==> src/design/nrmc_pkg.sv <==
`default_nettype none
package nrmc_pkg;

	localparam int DEFAULT_LAT_CHARS = 11;
	localparam int DEFAULT_LON_CHARS = 12;

	localparam logic [39:0] TAG_RESET = 40'h474E524D43; // "GNRMC"

	localparam logic [7:0] CHAR_DOLLAR = 8'h24;
	localparam logic [7:0] CHAR_COMMA  = 8'h2C;

	// byte counter inside tag or field; holds up to the longest field length
	localparam int CNT_W = 5;

	// parse phases, also the microcode address
	localparam int PHASE_W = 4;
	localparam logic [PHASE_W-1:0] PH_HUNT   = 4'd0;
	localparam logic [PHASE_W-1:0] PH_TAG    = 4'd1;
	localparam logic [PHASE_W-1:0] PH_TIME   = 4'd2;
	localparam logic [PHASE_W-1:0] PH_STATUS = 4'd3;
	localparam logic [PHASE_W-1:0] PH_LAT    = 4'd4;
	localparam logic [PHASE_W-1:0] PH_NS     = 4'd5;
	localparam logic [PHASE_W-1:0] PH_LON    = 4'd6;
	localparam logic [PHASE_W-1:0] PH_EW     = 4'd7;
	localparam logic [PHASE_W-1:0] PH_SPEED  = 4'd8;
	localparam logic [PHASE_W-1:0] PH_COURSE = 4'd9;
	localparam logic [PHASE_W-1:0] PH_DATE   = 4'd10;
	localparam logic [PHASE_W-1:0] PH_MAGVAR = 4'd11;
	localparam logic [PHASE_W-1:0] PH_MAGDIR = 4'd12;
	localparam logic [PHASE_W-1:0] PH_MODE   = 4'd13;

	// microcode operations
	localparam logic [1:0] OP_HUNT  = 2'd0;
	localparam logic [1:0] OP_TAG   = 2'd1;
	localparam logic [1:0] OP_FIELD = 2'd2;
	localparam logic [1:0] OP_BAD   = 2'd3;

	// capture targets
	localparam logic [2:0] CAP_NONE = 3'd0;
	localparam logic [2:0] CAP_LAT  = 3'd1;
	localparam logic [2:0] CAP_NS   = 3'd2;
	localparam logic [2:0] CAP_LON  = 3'd3;
	localparam logic [2:0] CAP_EW   = 3'd4;

	typedef struct packed {
		logic [1:0]       op;
		logic [CNT_W-1:0] len;
		logic [2:0]       cap;
		logic             emit;
	} uword_t;

	// sequencer -> datapath control
	typedef struct packed {
		logic [2:0]       cap;
		logic [CNT_W-1:0] cap_idx;
		logic             emit;
	} ctl_t;

	// control store: one word per phase
	function automatic uword_t ucode(input logic [PHASE_W-1:0] ph,
	                                 input logic [CNT_W-1:0] lat,
	                                 input logic [CNT_W-1:0] lon);
		uword_t w;
		w.op   = OP_FIELD;
		w.len  = '0;
		w.cap  = CAP_NONE;
		w.emit = 1'b0;
		case (ph)
			PH_HUNT:   w.op = OP_HUNT;
			PH_TAG:    w.op = OP_TAG;
			PH_TIME:   w.len = 5'd10;
			PH_STATUS: w.len = 5'd1;
			PH_LAT: begin
				w.len = lat;
				w.cap = CAP_LAT;
			end
			PH_NS: begin
				w.len = 5'd1;
				w.cap = CAP_NS;
			end
			PH_LON: begin
				w.len = lon;
				w.cap = CAP_LON;
			end
			PH_EW: begin
				w.len = 5'd1;
				w.cap = CAP_EW;
			end
			PH_SPEED:  w.len = 5'd5;
			PH_COURSE: w.len = 5'd7;
			PH_DATE:   w.len = 5'd6;
			PH_MAGVAR: w.len = 5'd0;
			PH_MAGDIR: w.len = 5'd1;
			PH_MODE:   w.emit = 1'b1;
			default:   w.op = OP_BAD;
		endcase
		return w;
	endfunction

endpackage
`default_nettype wire

==> src/design/nrmc_in_if.sv <==
`default_nettype none
interface nrmc_in_if;
	logic       valid;
	logic       ready;
	logic [7:0] rx_byte;

	modport source (output valid, output rx_byte, input ready);
	modport sink (input valid, input rx_byte, output ready);
endinterface
`default_nettype wire

==> src/design/nrmc_out_if.sv <==
`default_nettype none
interface nrmc_out_if;
	logic       valid;
	logic       ready;
	logic [7:0] out_char;
	logic [4:0] char_index;
	logic       last_char;

	modport source (output valid, output out_char, output char_index, output last_char,
		input ready);
	modport sink (input valid, input out_char, input char_index, input last_char,
		output ready);
endinterface
`default_nettype wire

==> src/design/nrmc_useq.sv <==
`default_nettype none
module nrmc_useq #(
	parameter int LAT_CHARS = nrmc_pkg::DEFAULT_LAT_CHARS,
	parameter int LON_CHARS = nrmc_pkg::DEFAULT_LON_CHARS
) (
	input  wire logic               clk,
	input  wire logic               arst_n,
	input  wire logic               step,
	input  wire logic [7:0]         rx_byte,
	input  wire logic [39:0]        tag,
	output nrmc_pkg::ctl_t          ctl
);
	logic [nrmc_pkg::PHASE_W-1:0] phase_q;
	logic [nrmc_pkg::CNT_W-1:0]   cnt_q;
	logic                         mis_q;
	logic                         cons_q;
	nrmc_pkg::uword_t             uw;
	logic [7:0]                   want;
	logic                         mis_n;
	logic [nrmc_pkg::CNT_W-1:0]   cnt_inc;
	logic                         is_comma;

	assign uw = nrmc_pkg::ucode(phase_q, nrmc_pkg::CNT_W'(LAT_CHARS),
		nrmc_pkg::CNT_W'(LON_CHARS));
	assign cnt_inc  = cnt_q + nrmc_pkg::CNT_W'(1);
	assign is_comma = (rx_byte == nrmc_pkg::CHAR_COMMA);

	// tag byte for this position, first byte in the top bits
	always_comb begin
		case (cnt_q[2:0])
			3'd0:    want = tag[39:32];
			3'd1:    want = tag[31:24];
			3'd2:    want = tag[23:16];
			3'd3:    want = tag[15:8];
			default: want = tag[7:0];
		endcase
	end
	assign mis_n = mis_q | (rx_byte != want);

	always_comb begin
		ctl.cap     = nrmc_pkg::CAP_NONE;
		ctl.cap_idx = cnt_q;
		ctl.emit    = 1'b0;
		if (step && uw.op == nrmc_pkg::OP_FIELD) begin
			if (cons_q)
				ctl.cap = uw.cap;
			else
				ctl.emit = is_comma & uw.emit;
		end
	end

	always_ff @(posedge clk or negedge arst_n) begin
		if (!arst_n) begin
			phase_q <= nrmc_pkg::PH_HUNT;
			cnt_q   <= '0;
			mis_q   <= 1'b0;
			cons_q  <= 1'b0;
		end else if (step) begin
			case (uw.op)
				nrmc_pkg::OP_HUNT: begin
					if (rx_byte == nrmc_pkg::CHAR_DOLLAR) begin
						phase_q <= nrmc_pkg::PH_TAG;
						cnt_q   <= '0;
						mis_q   <= 1'b0;
					end
				end
				nrmc_pkg::OP_TAG: begin
					if (cnt_q == nrmc_pkg::CNT_W'(4)) begin
						phase_q <= mis_n ? nrmc_pkg::PH_HUNT : nrmc_pkg::PH_TIME;
						cnt_q   <= '0;
						cons_q  <= 1'b0;
						mis_q   <= 1'b0;
					end else begin
						cnt_q <= cnt_inc;
						mis_q <= mis_n;
					end
				end
				nrmc_pkg::OP_FIELD: begin
					if (!cons_q) begin
						if (is_comma) begin
							cnt_q <= '0;
							if (uw.emit)
								phase_q <= nrmc_pkg::PH_HUNT;
							else if (uw.len == '0)
								phase_q <= phase_q + nrmc_pkg::PHASE_W'(1);
							else
								cons_q <= 1'b1;
						end
					end else if (cnt_inc >= uw.len) begin
						cons_q  <= 1'b0;
						cnt_q   <= '0;
						phase_q <= phase_q + nrmc_pkg::PHASE_W'(1);
					end else begin
						cnt_q <= cnt_inc;
					end
				end
				default: begin
					phase_q <= nrmc_pkg::PH_HUNT;
					cnt_q   <= '0;
					cons_q  <= 1'b0;
				end
			endcase
		end
	end
endmodule
`default_nettype wire

==> src/design/nmea_rmc_position_extractor.sv <==
// Parsing: one received byte per cycle, rx.ready high while no record is being sent.
// Record: the comma that closes the eleventh RMC field starts a run of
// 2+LAT_CHARS+LON_CHARS items (25 by default), one per cycle when pos.ready stays high;
// that comma sets the busy flag, and the first item is then loaded into the output register.
// Input stalls for the run.
// Reset (arst_n low, asynchronous): hunting for '$', no record pending, tag = "GNRMC".
`default_nettype none
module nmea_rmc_position_extractor #(
	parameter int LAT_CHARS = nrmc_pkg::DEFAULT_LAT_CHARS,
	parameter int LON_CHARS = nrmc_pkg::DEFAULT_LON_CHARS
) (
	input  wire logic        clk,
	input  wire logic        arst_n,
	nrmc_in_if.sink          rx,
	nrmc_out_if.source       pos,
	input  wire logic        cfg_we,
	input  wire logic [39:0] cfg_wdata
);
	localparam int TOTAL = 2 + LAT_CHARS + LON_CHARS;
	localparam int EC_W  = $clog2(TOTAL + 1);
	localparam int LA_W  = (LAT_CHARS > 1) ? $clog2(LAT_CHARS) : 1;
	localparam int LO_W  = (LON_CHARS > 1) ? $clog2(LON_CHARS) : 1;

	// configured tag
	logic [39:0] tag_q;

	// captured fields
	logic [7:0] lat_q [LAT_CHARS];
	logic [7:0] lon_q [LON_CHARS];
	logic [7:0] ns_q;
	logic [7:0] ew_q;

	// record emission
	logic            emit_busy_q;
	logic [EC_W-1:0] emit_cnt_q;
	logic            out_valid_q;
	logic [7:0]      out_char_q;
	logic [4:0]      char_index_q;
	logic            last_char_q;

	logic            step;
	nrmc_pkg::ctl_t  ctl;
	logic            load;
	logic [EC_W-1:0] lat_off;
	logic [EC_W-1:0] lon_off;
	logic [7:0]      rd_char;
	logic            rd_last;

	// bytes are taken only while no record is being sent
	assign rx.ready = !emit_busy_q;
	assign step     = rx.valid & rx.ready;

	always_ff @(posedge clk or negedge arst_n) begin
		if (!arst_n)
			tag_q <= nrmc_pkg::TAG_RESET;
		else if (cfg_we)
			tag_q <= cfg_wdata;
	end

	// microcoded field walker: one control word per parse phase
	nrmc_useq #(
		.LAT_CHARS(LAT_CHARS),
		.LON_CHARS(LON_CHARS)
	) u_useq (
		.clk    (clk),
		.arst_n (arst_n),
		.step   (step),
		.rx_byte(rx.rx_byte),
		.tag    (tag_q),
		.ctl    (ctl)
	);

	// capture stores, written by the field walker
	always_ff @(posedge clk) begin
		case (ctl.cap)
			nrmc_pkg::CAP_LAT: lat_q[ctl.cap_idx[LA_W-1:0]] <= rx.rx_byte;
			nrmc_pkg::CAP_NS:  ns_q <= rx.rx_byte;
			nrmc_pkg::CAP_LON: lon_q[ctl.cap_idx[LO_W-1:0]] <= rx.rx_byte;
			nrmc_pkg::CAP_EW:  ew_q <= rx.rx_byte;
			default: ;
		endcase
	end

	// record order: N/S, latitude, E/W, longitude
	assign lat_off = emit_cnt_q - EC_W'(1);
	assign lon_off = emit_cnt_q - EC_W'(LAT_CHARS + 2);
	always_comb begin
		if (emit_cnt_q == '0)
			rd_char = ns_q;
		else if (emit_cnt_q <= EC_W'(LAT_CHARS))
			rd_char = lat_q[lat_off[LA_W-1:0]];
		else if (emit_cnt_q == EC_W'(LAT_CHARS + 1))
			rd_char = ew_q;
		else
			rd_char = lon_q[lon_off[LO_W-1:0]];
	end
	assign rd_last = (emit_cnt_q == EC_W'(TOTAL - 1));

	// next item goes into the output register when it is empty or being drained
	assign load = emit_busy_q & (!out_valid_q | pos.ready);

	always_ff @(posedge clk or negedge arst_n) begin
		if (!arst_n) begin
			emit_busy_q <= 1'b0;
			emit_cnt_q  <= '0;
			out_valid_q <= 1'b0;
		end else begin
			if (ctl.emit) begin
				emit_busy_q <= 1'b1;
				emit_cnt_q  <= '0;
			end else if (load) begin
				emit_cnt_q <= emit_cnt_q + EC_W'(1);
				if (rd_last)
					emit_busy_q <= 1'b0;
			end
			if (load)
				out_valid_q <= 1'b1;
			else if (pos.ready)
				out_valid_q <= 1'b0;
		end
	end

	// output payload
	always_ff @(posedge clk) begin
		if (load) begin
			out_char_q   <= rd_char;
			char_index_q <= 5'(emit_cnt_q);
			last_char_q  <= rd_last;
		end
	end

	assign pos.valid      = out_valid_q;
	assign pos.out_char   = out_char_q;
	assign pos.char_index = char_index_q;
	assign pos.last_char  = last_char_q;
endmodule
`default_nettype wire

==> src/flat_wrapper.sv <==
// flat-port wrapper written by rule: the top's interface ports become plain ports
module nmea_rmc_position_extractor_flat 
#(
	parameter int LAT_CHARS = nrmc_pkg::DEFAULT_LAT_CHARS,
	parameter int LON_CHARS = nrmc_pkg::DEFAULT_LON_CHARS
)
  (clk, arst_n, cfg_we, cfg_wdata, rx_valid, rx_rx_byte, rx_ready, pos_valid, pos_out_char, pos_char_index, pos_last_char, pos_ready);
  nrmc_in_if rx_i ();
  nrmc_out_if pos_i ();
  input  wire logic clk;
  input  wire logic arst_n;
  input  wire logic cfg_we;
  input  wire logic [39:0] cfg_wdata;
  input wire logic [$bits(rx_i.valid)-1:0] rx_valid;
  input wire logic [$bits(rx_i.rx_byte)-1:0] rx_rx_byte;
  output wire logic [$bits(rx_i.ready)-1:0] rx_ready;
  output wire logic [$bits(pos_i.valid)-1:0] pos_valid;
  output wire logic [$bits(pos_i.out_char)-1:0] pos_out_char;
  output wire logic [$bits(pos_i.char_index)-1:0] pos_char_index;
  output wire logic [$bits(pos_i.last_char)-1:0] pos_last_char;
  input wire logic [$bits(pos_i.ready)-1:0] pos_ready;
  assign rx_i.valid = rx_valid;
  assign rx_i.rx_byte = rx_rx_byte;
  assign rx_ready = rx_i.ready;
  assign pos_valid = pos_i.valid;
  assign pos_out_char = pos_i.out_char;
  assign pos_char_index = pos_i.char_index;
  assign pos_last_char = pos_i.last_char;
  assign pos_i.ready = pos_ready;
  nmea_rmc_position_extractor #(.LAT_CHARS(LAT_CHARS), .LON_CHARS(LON_CHARS)) u_core (.clk(clk), .arst_n(arst_n), .rx(rx_i), .pos(pos_i), .cfg_we(cfg_we), .cfg_wdata(cfg_wdata));
endmodule
==> config.mk <==
export PLATFORM = sky130hd
export DESIGN_NAME = nmea_rmc_position_extractor_flat
export DESIGN_NICKNAME = d
export VERILOG_FILES = /design/src/design/nrmc_pkg.sv /design/src/design/nrmc_in_if.sv /design/src/design/nrmc_out_if.sv /design/src/design/nrmc_useq.sv /design/src/design/nmea_rmc_position_extractor.sv /design/src/flat_wrapper.sv
export SDC_FILE = /design/constraint.sdc
export NUM_CORES = 1
export LEC_CHECK = 0
export BUFFER_PORTS_ARGS = -buffer_cell sky130_fd_sc_hd__buf_4
export CAP_MARGIN = 0
export CORE_UTILIZATION = 45
export CTS_BUF_LIST = sky130_fd_sc_hd__clkbuf_8
export CTS_CLUSTER_DIAMETER = 120
export DETAILED_ROUTE_END_ITERATION = 8
export MAX_ROUTING_LAYER = met4
export PLACE_DENSITY = 0.6
export SLEW_MARGIN = 20
export SYNTH_ARGS = -nofsm -noshare
export SYNTH_HDL_FRONTEND = slang
export SYNTH_HIERARCHICAL = 1
export SYNTH_SLANG_ARGS = --single-unit
==> constraint.sdc <==
create_clock -name clk -period 4.06 [get_ports clk]
set_input_delay 0.203 -clock clk [delete_from_list [all_inputs] [get_ports clk]]
set_output_delay 0.203 -clock clk [all_outputs]
set_load 0.05 [all_outputs]
# Word level (Yosys, flattened, before mapping)
# Memory sizes are Yosys's and may differ from the RTL's.
# Index checks and enable logic that the tools add are counted.
[word_totals]
reg_bits = 88
mem_bits_rw = 184
inputBits = 53
out_inout_bits = 16
wordCells = 128
n_memories = 2
[memory_table]
columns = ["memory", "depth", "word_bits", "rd", "rd_clocked_by_memory_dff", "wr", "line_no", "text"]
rows = [
  ["u_core.lon_q", 12, 8, 1, 0, 1, "nmea_rmc_position_extractor.sv:29", "logic [7:0] lon_q [LON_CHARS];"],
  ["u_core.lat_q", 11, 8, 1, 0, 1, "nmea_rmc_position_extractor.sv:28", "logic [7:0] lat_q [LAT_CHARS];"],
]
[op_classes]
n_addsub = 5
magnitude_cmp = 2
eq_ne = 33
n_mux = 48
bitwise_logic = 6
reduce_logical = 19
[ops]
columns = ["operator", "count"]
rows = [
  ["5-bit 2-to-1 mux", 7],
  ["8-bit case mux with 4 select lines", 1],
  ["4-bit 2-to-1 mux", 7],
  ["4-bit case mux with 7 select lines", 1],
  ["4-bit equality test (second input constant)", 6],
  ["8-bit 2-to-1 mux", 3],
  ["1-bit 2-to-1 mux", 20],
  ["4-bit by 3-bit equality test with 1-bit output (second input constant)", 4],
  ["8-bit by 6-bit equality test with 1-bit output (second input constant)", 2],
  ["5-bit case mux with 3 select lines", 1],
  ["3-bit by 2-bit equality test with 1-bit output (second input constant)", 4],
  ["3-bit case mux with 4 select lines", 1],
  ["4-bit case mux with 3 select lines", 1],
  ["12-bit OR reduction", 1],
  ["5-bit by 1-bit adder with 5-bit output (second input constant)", 2],
  ["5-bit zero test", 2],
  ["3-bit AND reduction", 3],
  ["4-bit by 2-bit equality test with 1-bit output (second input constant)", 2],
  ["8-bit inequality test", 1],
  ["2-bit nonzero test", 4],
  ["3-bit by 1-bit equality test with 1-bit output (second input constant)", 2],
  ["3-bit 2-to-1 mux", 2],
  ["2-bit case mux with 3 select lines", 1],
  ["6-bit AND reduction", 1],
  ["other kinds (29)", 34],
]

# Longest topological paths before layout
# Gate-level depths: netlist of the first run.
[depth]
depth_word = 9
depth_mapped = 13
ltp_nobuf = 12

# Modules after synthesis
# Netlist of the first run, hierarchy kept.
[by_module_without_submodules]
columns = ["module", "n_inst", "cells_each", "area_per_inst_um2", "seq_area_each_um2"]
rows = [
  ["nmea_rmc_position_extractor", 1, 544, 10296.1, 7624.8],
  ["nrmc_useq", 1, 199, 1540.2, 275.3],
]

# Worst setup path before layout of the first run
# No wires, ideal clock.
[synth_timing]
path_kind = "reg-to-reg"
start = "register u_core/u_useq/phase_q[0] (netlist bit)"
end = "memory u_core.lat_q[0][0], enable pin"
setup_ns = 0.370
arrival_time_ns = 2.727
t_required_ns = 3.690
path_slack_ns = 0.963
stages_incl_launch_ff = 13
n_path_buf = 1
synth_period_minus_slack_ns = 3.097
cell_sequence = "dfrtp_1 inv_1 ha_1 buf_2 nor2_1 a22oi_2 ha_1 nand2_1 nor3_1 o21a_1 nor4b_1 nand2b_1 nor2_1"
[synth_rtl]
columns = ["element", "line_no", "text"]
rows = [
  ["start: declaration", "nrmc_useq.sv:13", "logic [nrmc_pkg::PHASE_W-1:0] phase_q;"],
  ["start signal: assignment", "nrmc_useq.sv:54", "phase_q <= nrmc_pkg::PH_HUNT;"],
  ["start signal: assignment", "nrmc_useq.sv:62", "phase_q <= nrmc_pkg::PH_TAG;"],
  ["start signal: assignment", "nrmc_useq.sv:69", "phase_q <= mis_n ? nrmc_pkg::PH_HUNT : nrmc_pkg::PH_TIME;"],
  ["end: declaration", "nmea_rmc_position_extractor.sv:28", ""],
]

==> flow_summary.toml, run 1 <==
[critical_path]
crit_required_ns = 4.23
worstPathMaxFanout = 9
critPathSlowestCell = "nor2_1"
cp_cell_sequence = "inv_1 -> ha_1 -> nor2_1 -> a22oi_2 -> ha_1 -> nand2_1 -> nor3_1 -> o21a_1 -> nand4_1 -> nor2_1"
crit_family = "simple AND/OR/NAND/NOR gates"
cp_num_buf_inv = 1
worst-setup-path-type = "flop to flop"
crit_arrival_ns = 3.76
endpoint_kind = "flop"
worst-r2r-setup-slack_ns = 0.47
worst_path_largest_cell_delay_ns = 0.71
worstSetupStartpointType = "flop"

[sta]
clock-skew-final_ns = 0.0282
clock.fmax_mhz = 279
timing.final.crit_period_ns = 3.59
slew_headroom_pct = 26.0
tns_ns = 0
tightest_slew_ns = 1.11
finalSetupViolCount = 0
rsz0062_at_grt = "false"
hold_violations = 0
setup_ws_ns = 0.469
period_share_pct = 88.4
slew_viol_final = 0

[grt]
grt_max_degree = 59
grt_pass1_vias = 7162
grt_pass1_wl_mm = 41.1
antenna_found_initial = 0
track_usage_pct = 21.3
grt_overflow = 0

[place]
gp_congestion = 0.896
dpl.hpwl_mm = 17.1
place_ws_ns = 0.526
portBuffers = 68
placedInstanceArea_sq_um = 12700

[clocking]
numCtsBuffers = 45
worst_skew_pair.late_latency_ns = 0.55
cts_buffer_depth = 3
htree_levels = 2
cts_tree = "built"
cts.sinks = 272
path_clk_slew_ns = 0.06
cts_resized = 0
clockRootBuffer = "clkbuf_8"

[power_and_ir_drop]
ir_drop_mv = 0.244
power-per-cell-area_nw_per_um2 = 432
power_leakage_uw = 0.00493

[detailed_routing]
wl_mm = 26.6
antenna_left = 0
drt_iter0_drc = 526
vias = 7011
drt_first_pass_iters = 5
wire_per_inst_microns = 21.4
viasPerCell = 5.65
drc = 0

[synthesis]
netlist_top_cells_area = "edfxtp_1 (54%), dfrtp_1 (8.5%), mux4_2 (7.6%)"
synth-async-reset-ratio_pct = 21.3
synth_cell_type_count = 66
synthFlopType = "edfxtp_1"
yosysTopAreaCell = "edfxtp_1"
synth-seq-area-share_pct = 66.7
ys_warn_count = 6
syn_nets = 815
synth_area_sq_um = 11800
synth_edf_count = 214
syn_area_per_cell_sq_um = 15.9
syn_inst = 743
ys_seq_elements = 272
synth.top_cell.area_share_pct = 54.3

[die]
initial_core_util_pct = 46.5
die_w_microns = 164
dieArea_sq_um = 27000
die_y_microns = 164
rows = 58
ioPinCount = 69
core_sq_um = 25500

[min_path]
hold_class = "input port to flop"

[layout]
synthToLayoutAreaGrowth_pct = 17.1
drive_above_1_share_pct = 27.4
finalInstanceArea_sq_um = 13900
n_antenna_cell = 0
final_nets = 950

[outcome]
status = "completed"

[run]
maxCapViolations = 0
==> where the power goes <==
group / internal, uW / total, uW / switching [uW]
clock: 1070 / 2110 / 1040
sequential: 3080 / 3140 / 54.7
combinational: 314 / 743 / 428
total: 4460 / 5990 / 1530
==> metrics by stage <==
stage | std cells | hold WS, ns | util, % | total power [uW]
floorplan | 743 | -0.0926 | - | 3660
detailed placement | 1119 | 0.323 | 49.7 | 3900
finish | 1241 | 0.0822 | 54.4 | 5990
CTS | 1241 | 0.0559 | 54.4 | 6050
global route | 1241 | 0.0740 | 54.4 | 6250
global placement | 1119 | 0.314 | 49.7 | 3880
==> placed cells by master, fill, tap and decap left out, types with 16 or more instances in the layout <==
cell type / n
ha_1: 18
mux4_2: 40
clkbuf_8: 47
dlygate4sd3_1: 42
inv_1: 34
nor2_1: 53
o21ai_0: 17
buf_4: 81
nand2_1: 48
a221oi_1: 16
dfrtp_1: 39
edfxtp_1: 214
dfstp_2: 18
mux2_2: 46
mux2i_1: 24
==> worst paths after layout <==
check                           depth (start not counted)                               end                                  from
worst max-delay path                                   10     u_core/lon_q[11][5]$_DFFE_PP_  u_core/u_useq/phase_q[0]$_DFFE_PN0P_
worst min-delay path                                    1      u_core/lat_q[9][0]$_DFFE_PP_                         rx_rx_byte[0]
worst max register to register                         10     u_core/lon_q[11][5]$_DFFE_PP_  u_core/u_useq/phase_q[0]$_DFFE_PN0P_
worst min register to register                          1      u_core/tag_q[39]$_DFFE_PN0P_          u_core/tag_q[39]$_DFFE_PN0P_
max in group asynchronous                               2  u_core/emit_cnt_q[0]$_DFFE_PN0P_                                arst_n
min in group asynchronous                               2      u_core/pos.valid$_DFFE_PN0P_                                arst_n
==> state kept, by name, indices dropped and copies added (netlist names) <==
signal	flops
u_core/pos.out_char	8
u_core/pos.valid	1
u_core/emit_cnt_q	5
u_core/lon_q	96
u_core/u_useq/mis_q	1
u_core/u_useq/phase_q	4
u_core/u_useq/cons_q	1
u_core/ew_q	8
u_core/u_useq/cnt_q	5
u_core/lat_q	88
u_core/emit_busy_q	1
u_core/tag_q	40
u_core/pos.char_index	5
u_core/pos.last_char	1
u_core/ns_q	8
==> cells by family after synthesis <==
family | share of synthesized area (%)
DFF | 66.7
and+or+nand+nor | 6.80
muxes | 14.2
AOI/OAI and AO/OA | 6.88
buffers and inverters | 2.41
adders and majority gates | 2.01
xor gates and xnor gates | 0.951
==> timing repair <==
action,CTS,global route
hold buffers,42,0
hold endpoints to repair,81,0
setup buffers,0,0
==> cell type report <==
| type | instances | area [sq um] |
|---|---|---|
| fillers | 2019 | 11600 |
| multi-input cells | 414 | 3650 |
| flip-flops and latches | 272 | 7900 |
| repair buffers | 123 | 1030 |
| well taps | 330 | 413 |
| clock inverters | 33 | 138 |
| clock buffers | 47 | 647 |
| inverters | 22 | 82.6 |
==> synth_stat cells (4+ instances only) <==
cell type and number:
or3_1 4, nand3_1 8, nand4_1 4, a22o_1 10
buf_1 5, mux2i_1 24, nor3_1 6, a21oi_1 10
a222oi_1 5, nor2b_1 6, dfstp_2 18, dfrtp_1 40
edfxtp_1 214, xor2_1 8, nand2_1 48, a221oi_1 16
a21o_1 6, a31o_1 10, o21ai_0 17, mux4_2 40
nor2_1 53, ha_1 19, o31ai_1 5, o21ai_1 6
buf_2 12, buf_6 6, nand2b_1 10, inv_1 20
clkbuf_1 9, mux2_2 46
==> routing by layer <==
metal  GRT usage [%]  vias up  share of wire [%]
li1                -     3172                  -
met1            28.0     3528                 43
met2            33.7      266                 49
met3            3.59       45                6.1
met4            6.90        0                1.8
met5               -        -                  0
(Power assumes the default switching activity.)
==> inputs of run 2 (changes only) <==
Settings changed: ABC_AREA set to 1.
==> flow_summary.toml, run 2 <==
[critical_path]
endpoint_kind = "flop"
r2r-end = "u_core/lat_q[4][4]$_DFFE_PP_"
crit_required_ns = 4.26
worstSetupStartpointType = "flop"
worst_r2r_path_depth = 14
worstPathMaxFanout = 8
crit_arrival_ns = 3.64
timing.rr.start = "u_core/u_useq/phase_q[1]$_DFFE_PN0P_"
worst-setup-path-type = "flop to flop"
worst-r2r-setup-slack_ns = 0.62

[sta]
timing.final.crit_period_ns = 3.44
tightest_slew_ns = 1.02
rsz0062_at_grt = "false"
slew_viol_final = 0
finalSetupViolCount = 0
period_share_pct = 84.8
tns_ns = 0
slew_headroom_pct = 31.6
hold_violations = 0
clock-skew-final_ns = 0.0266
clock.fmax_mhz = 290

[grt]
grt_util_met2_pct = 35.4
antenna_found_initial = 0
grt_max_degree = 95
use_met1_pct = 29.4
grt_pass1_vias = 8570
grt_overflow = 0
track_usage_pct = 22.2
grt_pass1_wl_mm = 47.1
use_met3_pct = 3.10
grt.busiest_layer = "met2"

[layout]
drive_above_1_share_pct = 18.2
fin_cells = 1792
final_nets = 1455
final_util_pct = 53.4
mostFrequentLayoutCell = "nand2_1"
final_cell_mix = "nand2_1 (360), edfxtp_1 (214), inv_1 (142), nand3_1 (132), nor2_1 (102)"
synthToLayoutAreaGrowth_pct = 16.4
n_antenna_cell = 0
largest_reg_flops = 96

[clocking]
postCtsHoldBufs = 42
post_cts_buffers = 0
numCtsBuffers = 45
clockRootBuffer = "clkbuf_8"
cts.sinks = 272
path_clk_slew_ns = 0.06
cts_resized = 0
htree_levels = 2
worst_skew_pair.late_latency_ns = 0.56
cts_buffer_depth = 3
cts_tree = "built"

[die]
die_w_microns = 170
rows = 61
core_sq_um = 27900
die_y_microns = 170
ioPinCount = 69
initial_core_util_pct = 45.9
dieArea_sq_um = 29100

[power_and_ir_drop]
power_leakage_uw = 0.00628
power-per-cell-area_nw_per_um2 = 428
ir_drop_mv = 0.269

[detailed_routing]
wl_mm = 30.3
viasPerCell = 4.90
antenna_left = 0
wire_per_inst_microns = 16.9
drt_iter0_drc = 787
drc = 0
drt_first_pass_iters = 5
vias = 8785

[synthesis]
syn_area_per_cell_sq_um = 10.1
netlist_top_cells_area = "edfxtp_1 (50%), nand2_1 (11%), dfrtp_1 (7.8%)"
synth-async-reset-ratio_pct = 21.3
synthFlopType = "edfxtp_1"
synth_area_sq_um = 12800
synth_edf_count = 214
synth-seq-area-share_pct = 61.8
syn_inst = 1262
synth_commonest_cells = "nand2_1 (360), edfxtp_1 (214), inv_1 (136)"
synth.most_common_cell = "nand2_1"
syn_nets = 1334
synth.top_cell.area_share_pct = 50.3
yosysTopAreaCell = "edfxtp_1"
synth_cell_type_count = 42
ys_seq_elements = 272
ys_warn_count = 6

[place]
portBuffers = 68
dp.cells = 1672
gp_congestion = 0.891
dpl.hpwl_mm = 19.1

[min_path]
holdPathEnd = "u_core/lat_q[7][7]$_DFFE_PP_"
hold_class = "input port to flop"
hold_start = "rx_rx_byte[7]"
hold_depth = 1

[run]
maxCapViolations = 0

[outcome]
status = "completed"
## run 2: layout make-up
class,instances,area (sq um)
Timing Repair Buffer,121,1010
Multi-Input combinational cell,799,4020
Sequential cell,272,7900
Clock inverter,25,186
Clock buffer,53,729
Tap cell,378,473
Inverter,144,548
Fill cell,2545,13000
## run 2: cells by family (layout without fill, tap and decap cells)
family / after synthesis / count (layout) / synth area share [%]
and+or+nand+nor: 651 / 651 / 22.1
DFF: 272 / 272 / 61.8
buffers and inverters: 191 / 343 / 6.67
AOI/OAI and AO/OA: 83 / 83 / 3.56
muxes: 41 / 41 / 3.61
adders and majority gates: 19 / 19 / 1.86
xor gates and xnor gates: 5 / 5 / 0.402
## run 2: stage by stage
step	hold slack [ns]	power, uW	instance area (sq um)	setup slack (ns)
after floorplan	-0.0926	3690	12800	1.10
after detailed placement	0.302	3960	13500	0.621
after CTS	0.0671	6440	14900	0.623
after global placement	0.311	3950	13500	0.724
after global routing	0.0871	6660	14900	0.347
final	0.0929	6370	14900	0.616
## run 2: routing by layer
metal	wire, microns	vias to the layer above
met5	0	-
li1	-	4400
met3	1660	50
met4	671	0
met2	14500	237
met1	13500	4098
## run 2: how the worst max path moves through the flow
stage | cells after the start | endpoint | from | slack [ns]
global route | 14 | u_core/lat_q[4][3]$_DFFE_PP_ | u_core/u_useq/phase_q[0]$_DFFE_PN0P_ | 0.35
detailed placement | 14 | u_core/lat_q[4][3]$_DFFE_PP_ | u_core/u_useq/phase_q[1]$_DFFE_PN0P_ | 0.62
global placement | 14 | u_core/lat_q[4][4]$_DFFE_PP_ | u_core/u_useq/phase_q[0]$_DFFE_PN0P_ | 0.72
floorplan | 14 | u_core/lon_q[11][0]$_DFFE_PP_ | u_core/u_useq/phase_q[0]$_DFFE_PN0P_ | 1.10
finish | 14 | u_core/lat_q[4][4]$_DFFE_PP_ | u_core/u_useq/phase_q[1]$_DFFE_PN0P_ | 0.62
CTS | 14 | u_core/lat_q[4][1]$_DFFE_PP_ | u_core/u_useq/phase_q[1]$_DFFE_PN0P_ | 0.62
## run 2: report_power, final
part	switching [uW]	internal, uW	total (uW)
clock network	1060	1370	2430
registers	52.6	3080	3130
logic	517	293	810
## run 2: worst max-delay path, cell delays in order, from the launching register on
cell and delay [ns]:
dfrtp_1 0.42, inv_1 0.09, ha_1 0.24, inv_1 0.14
nand3_1 0.08, nand2_1 0.10, nand2_2 0.07, nor2_2 0.13
nand2_4 0.08, ha_1 0.24, nand3_1 0.11, nor3_1 0.10
nor3_1 0.45, nand2_1 0.26, nor2_1 0.61
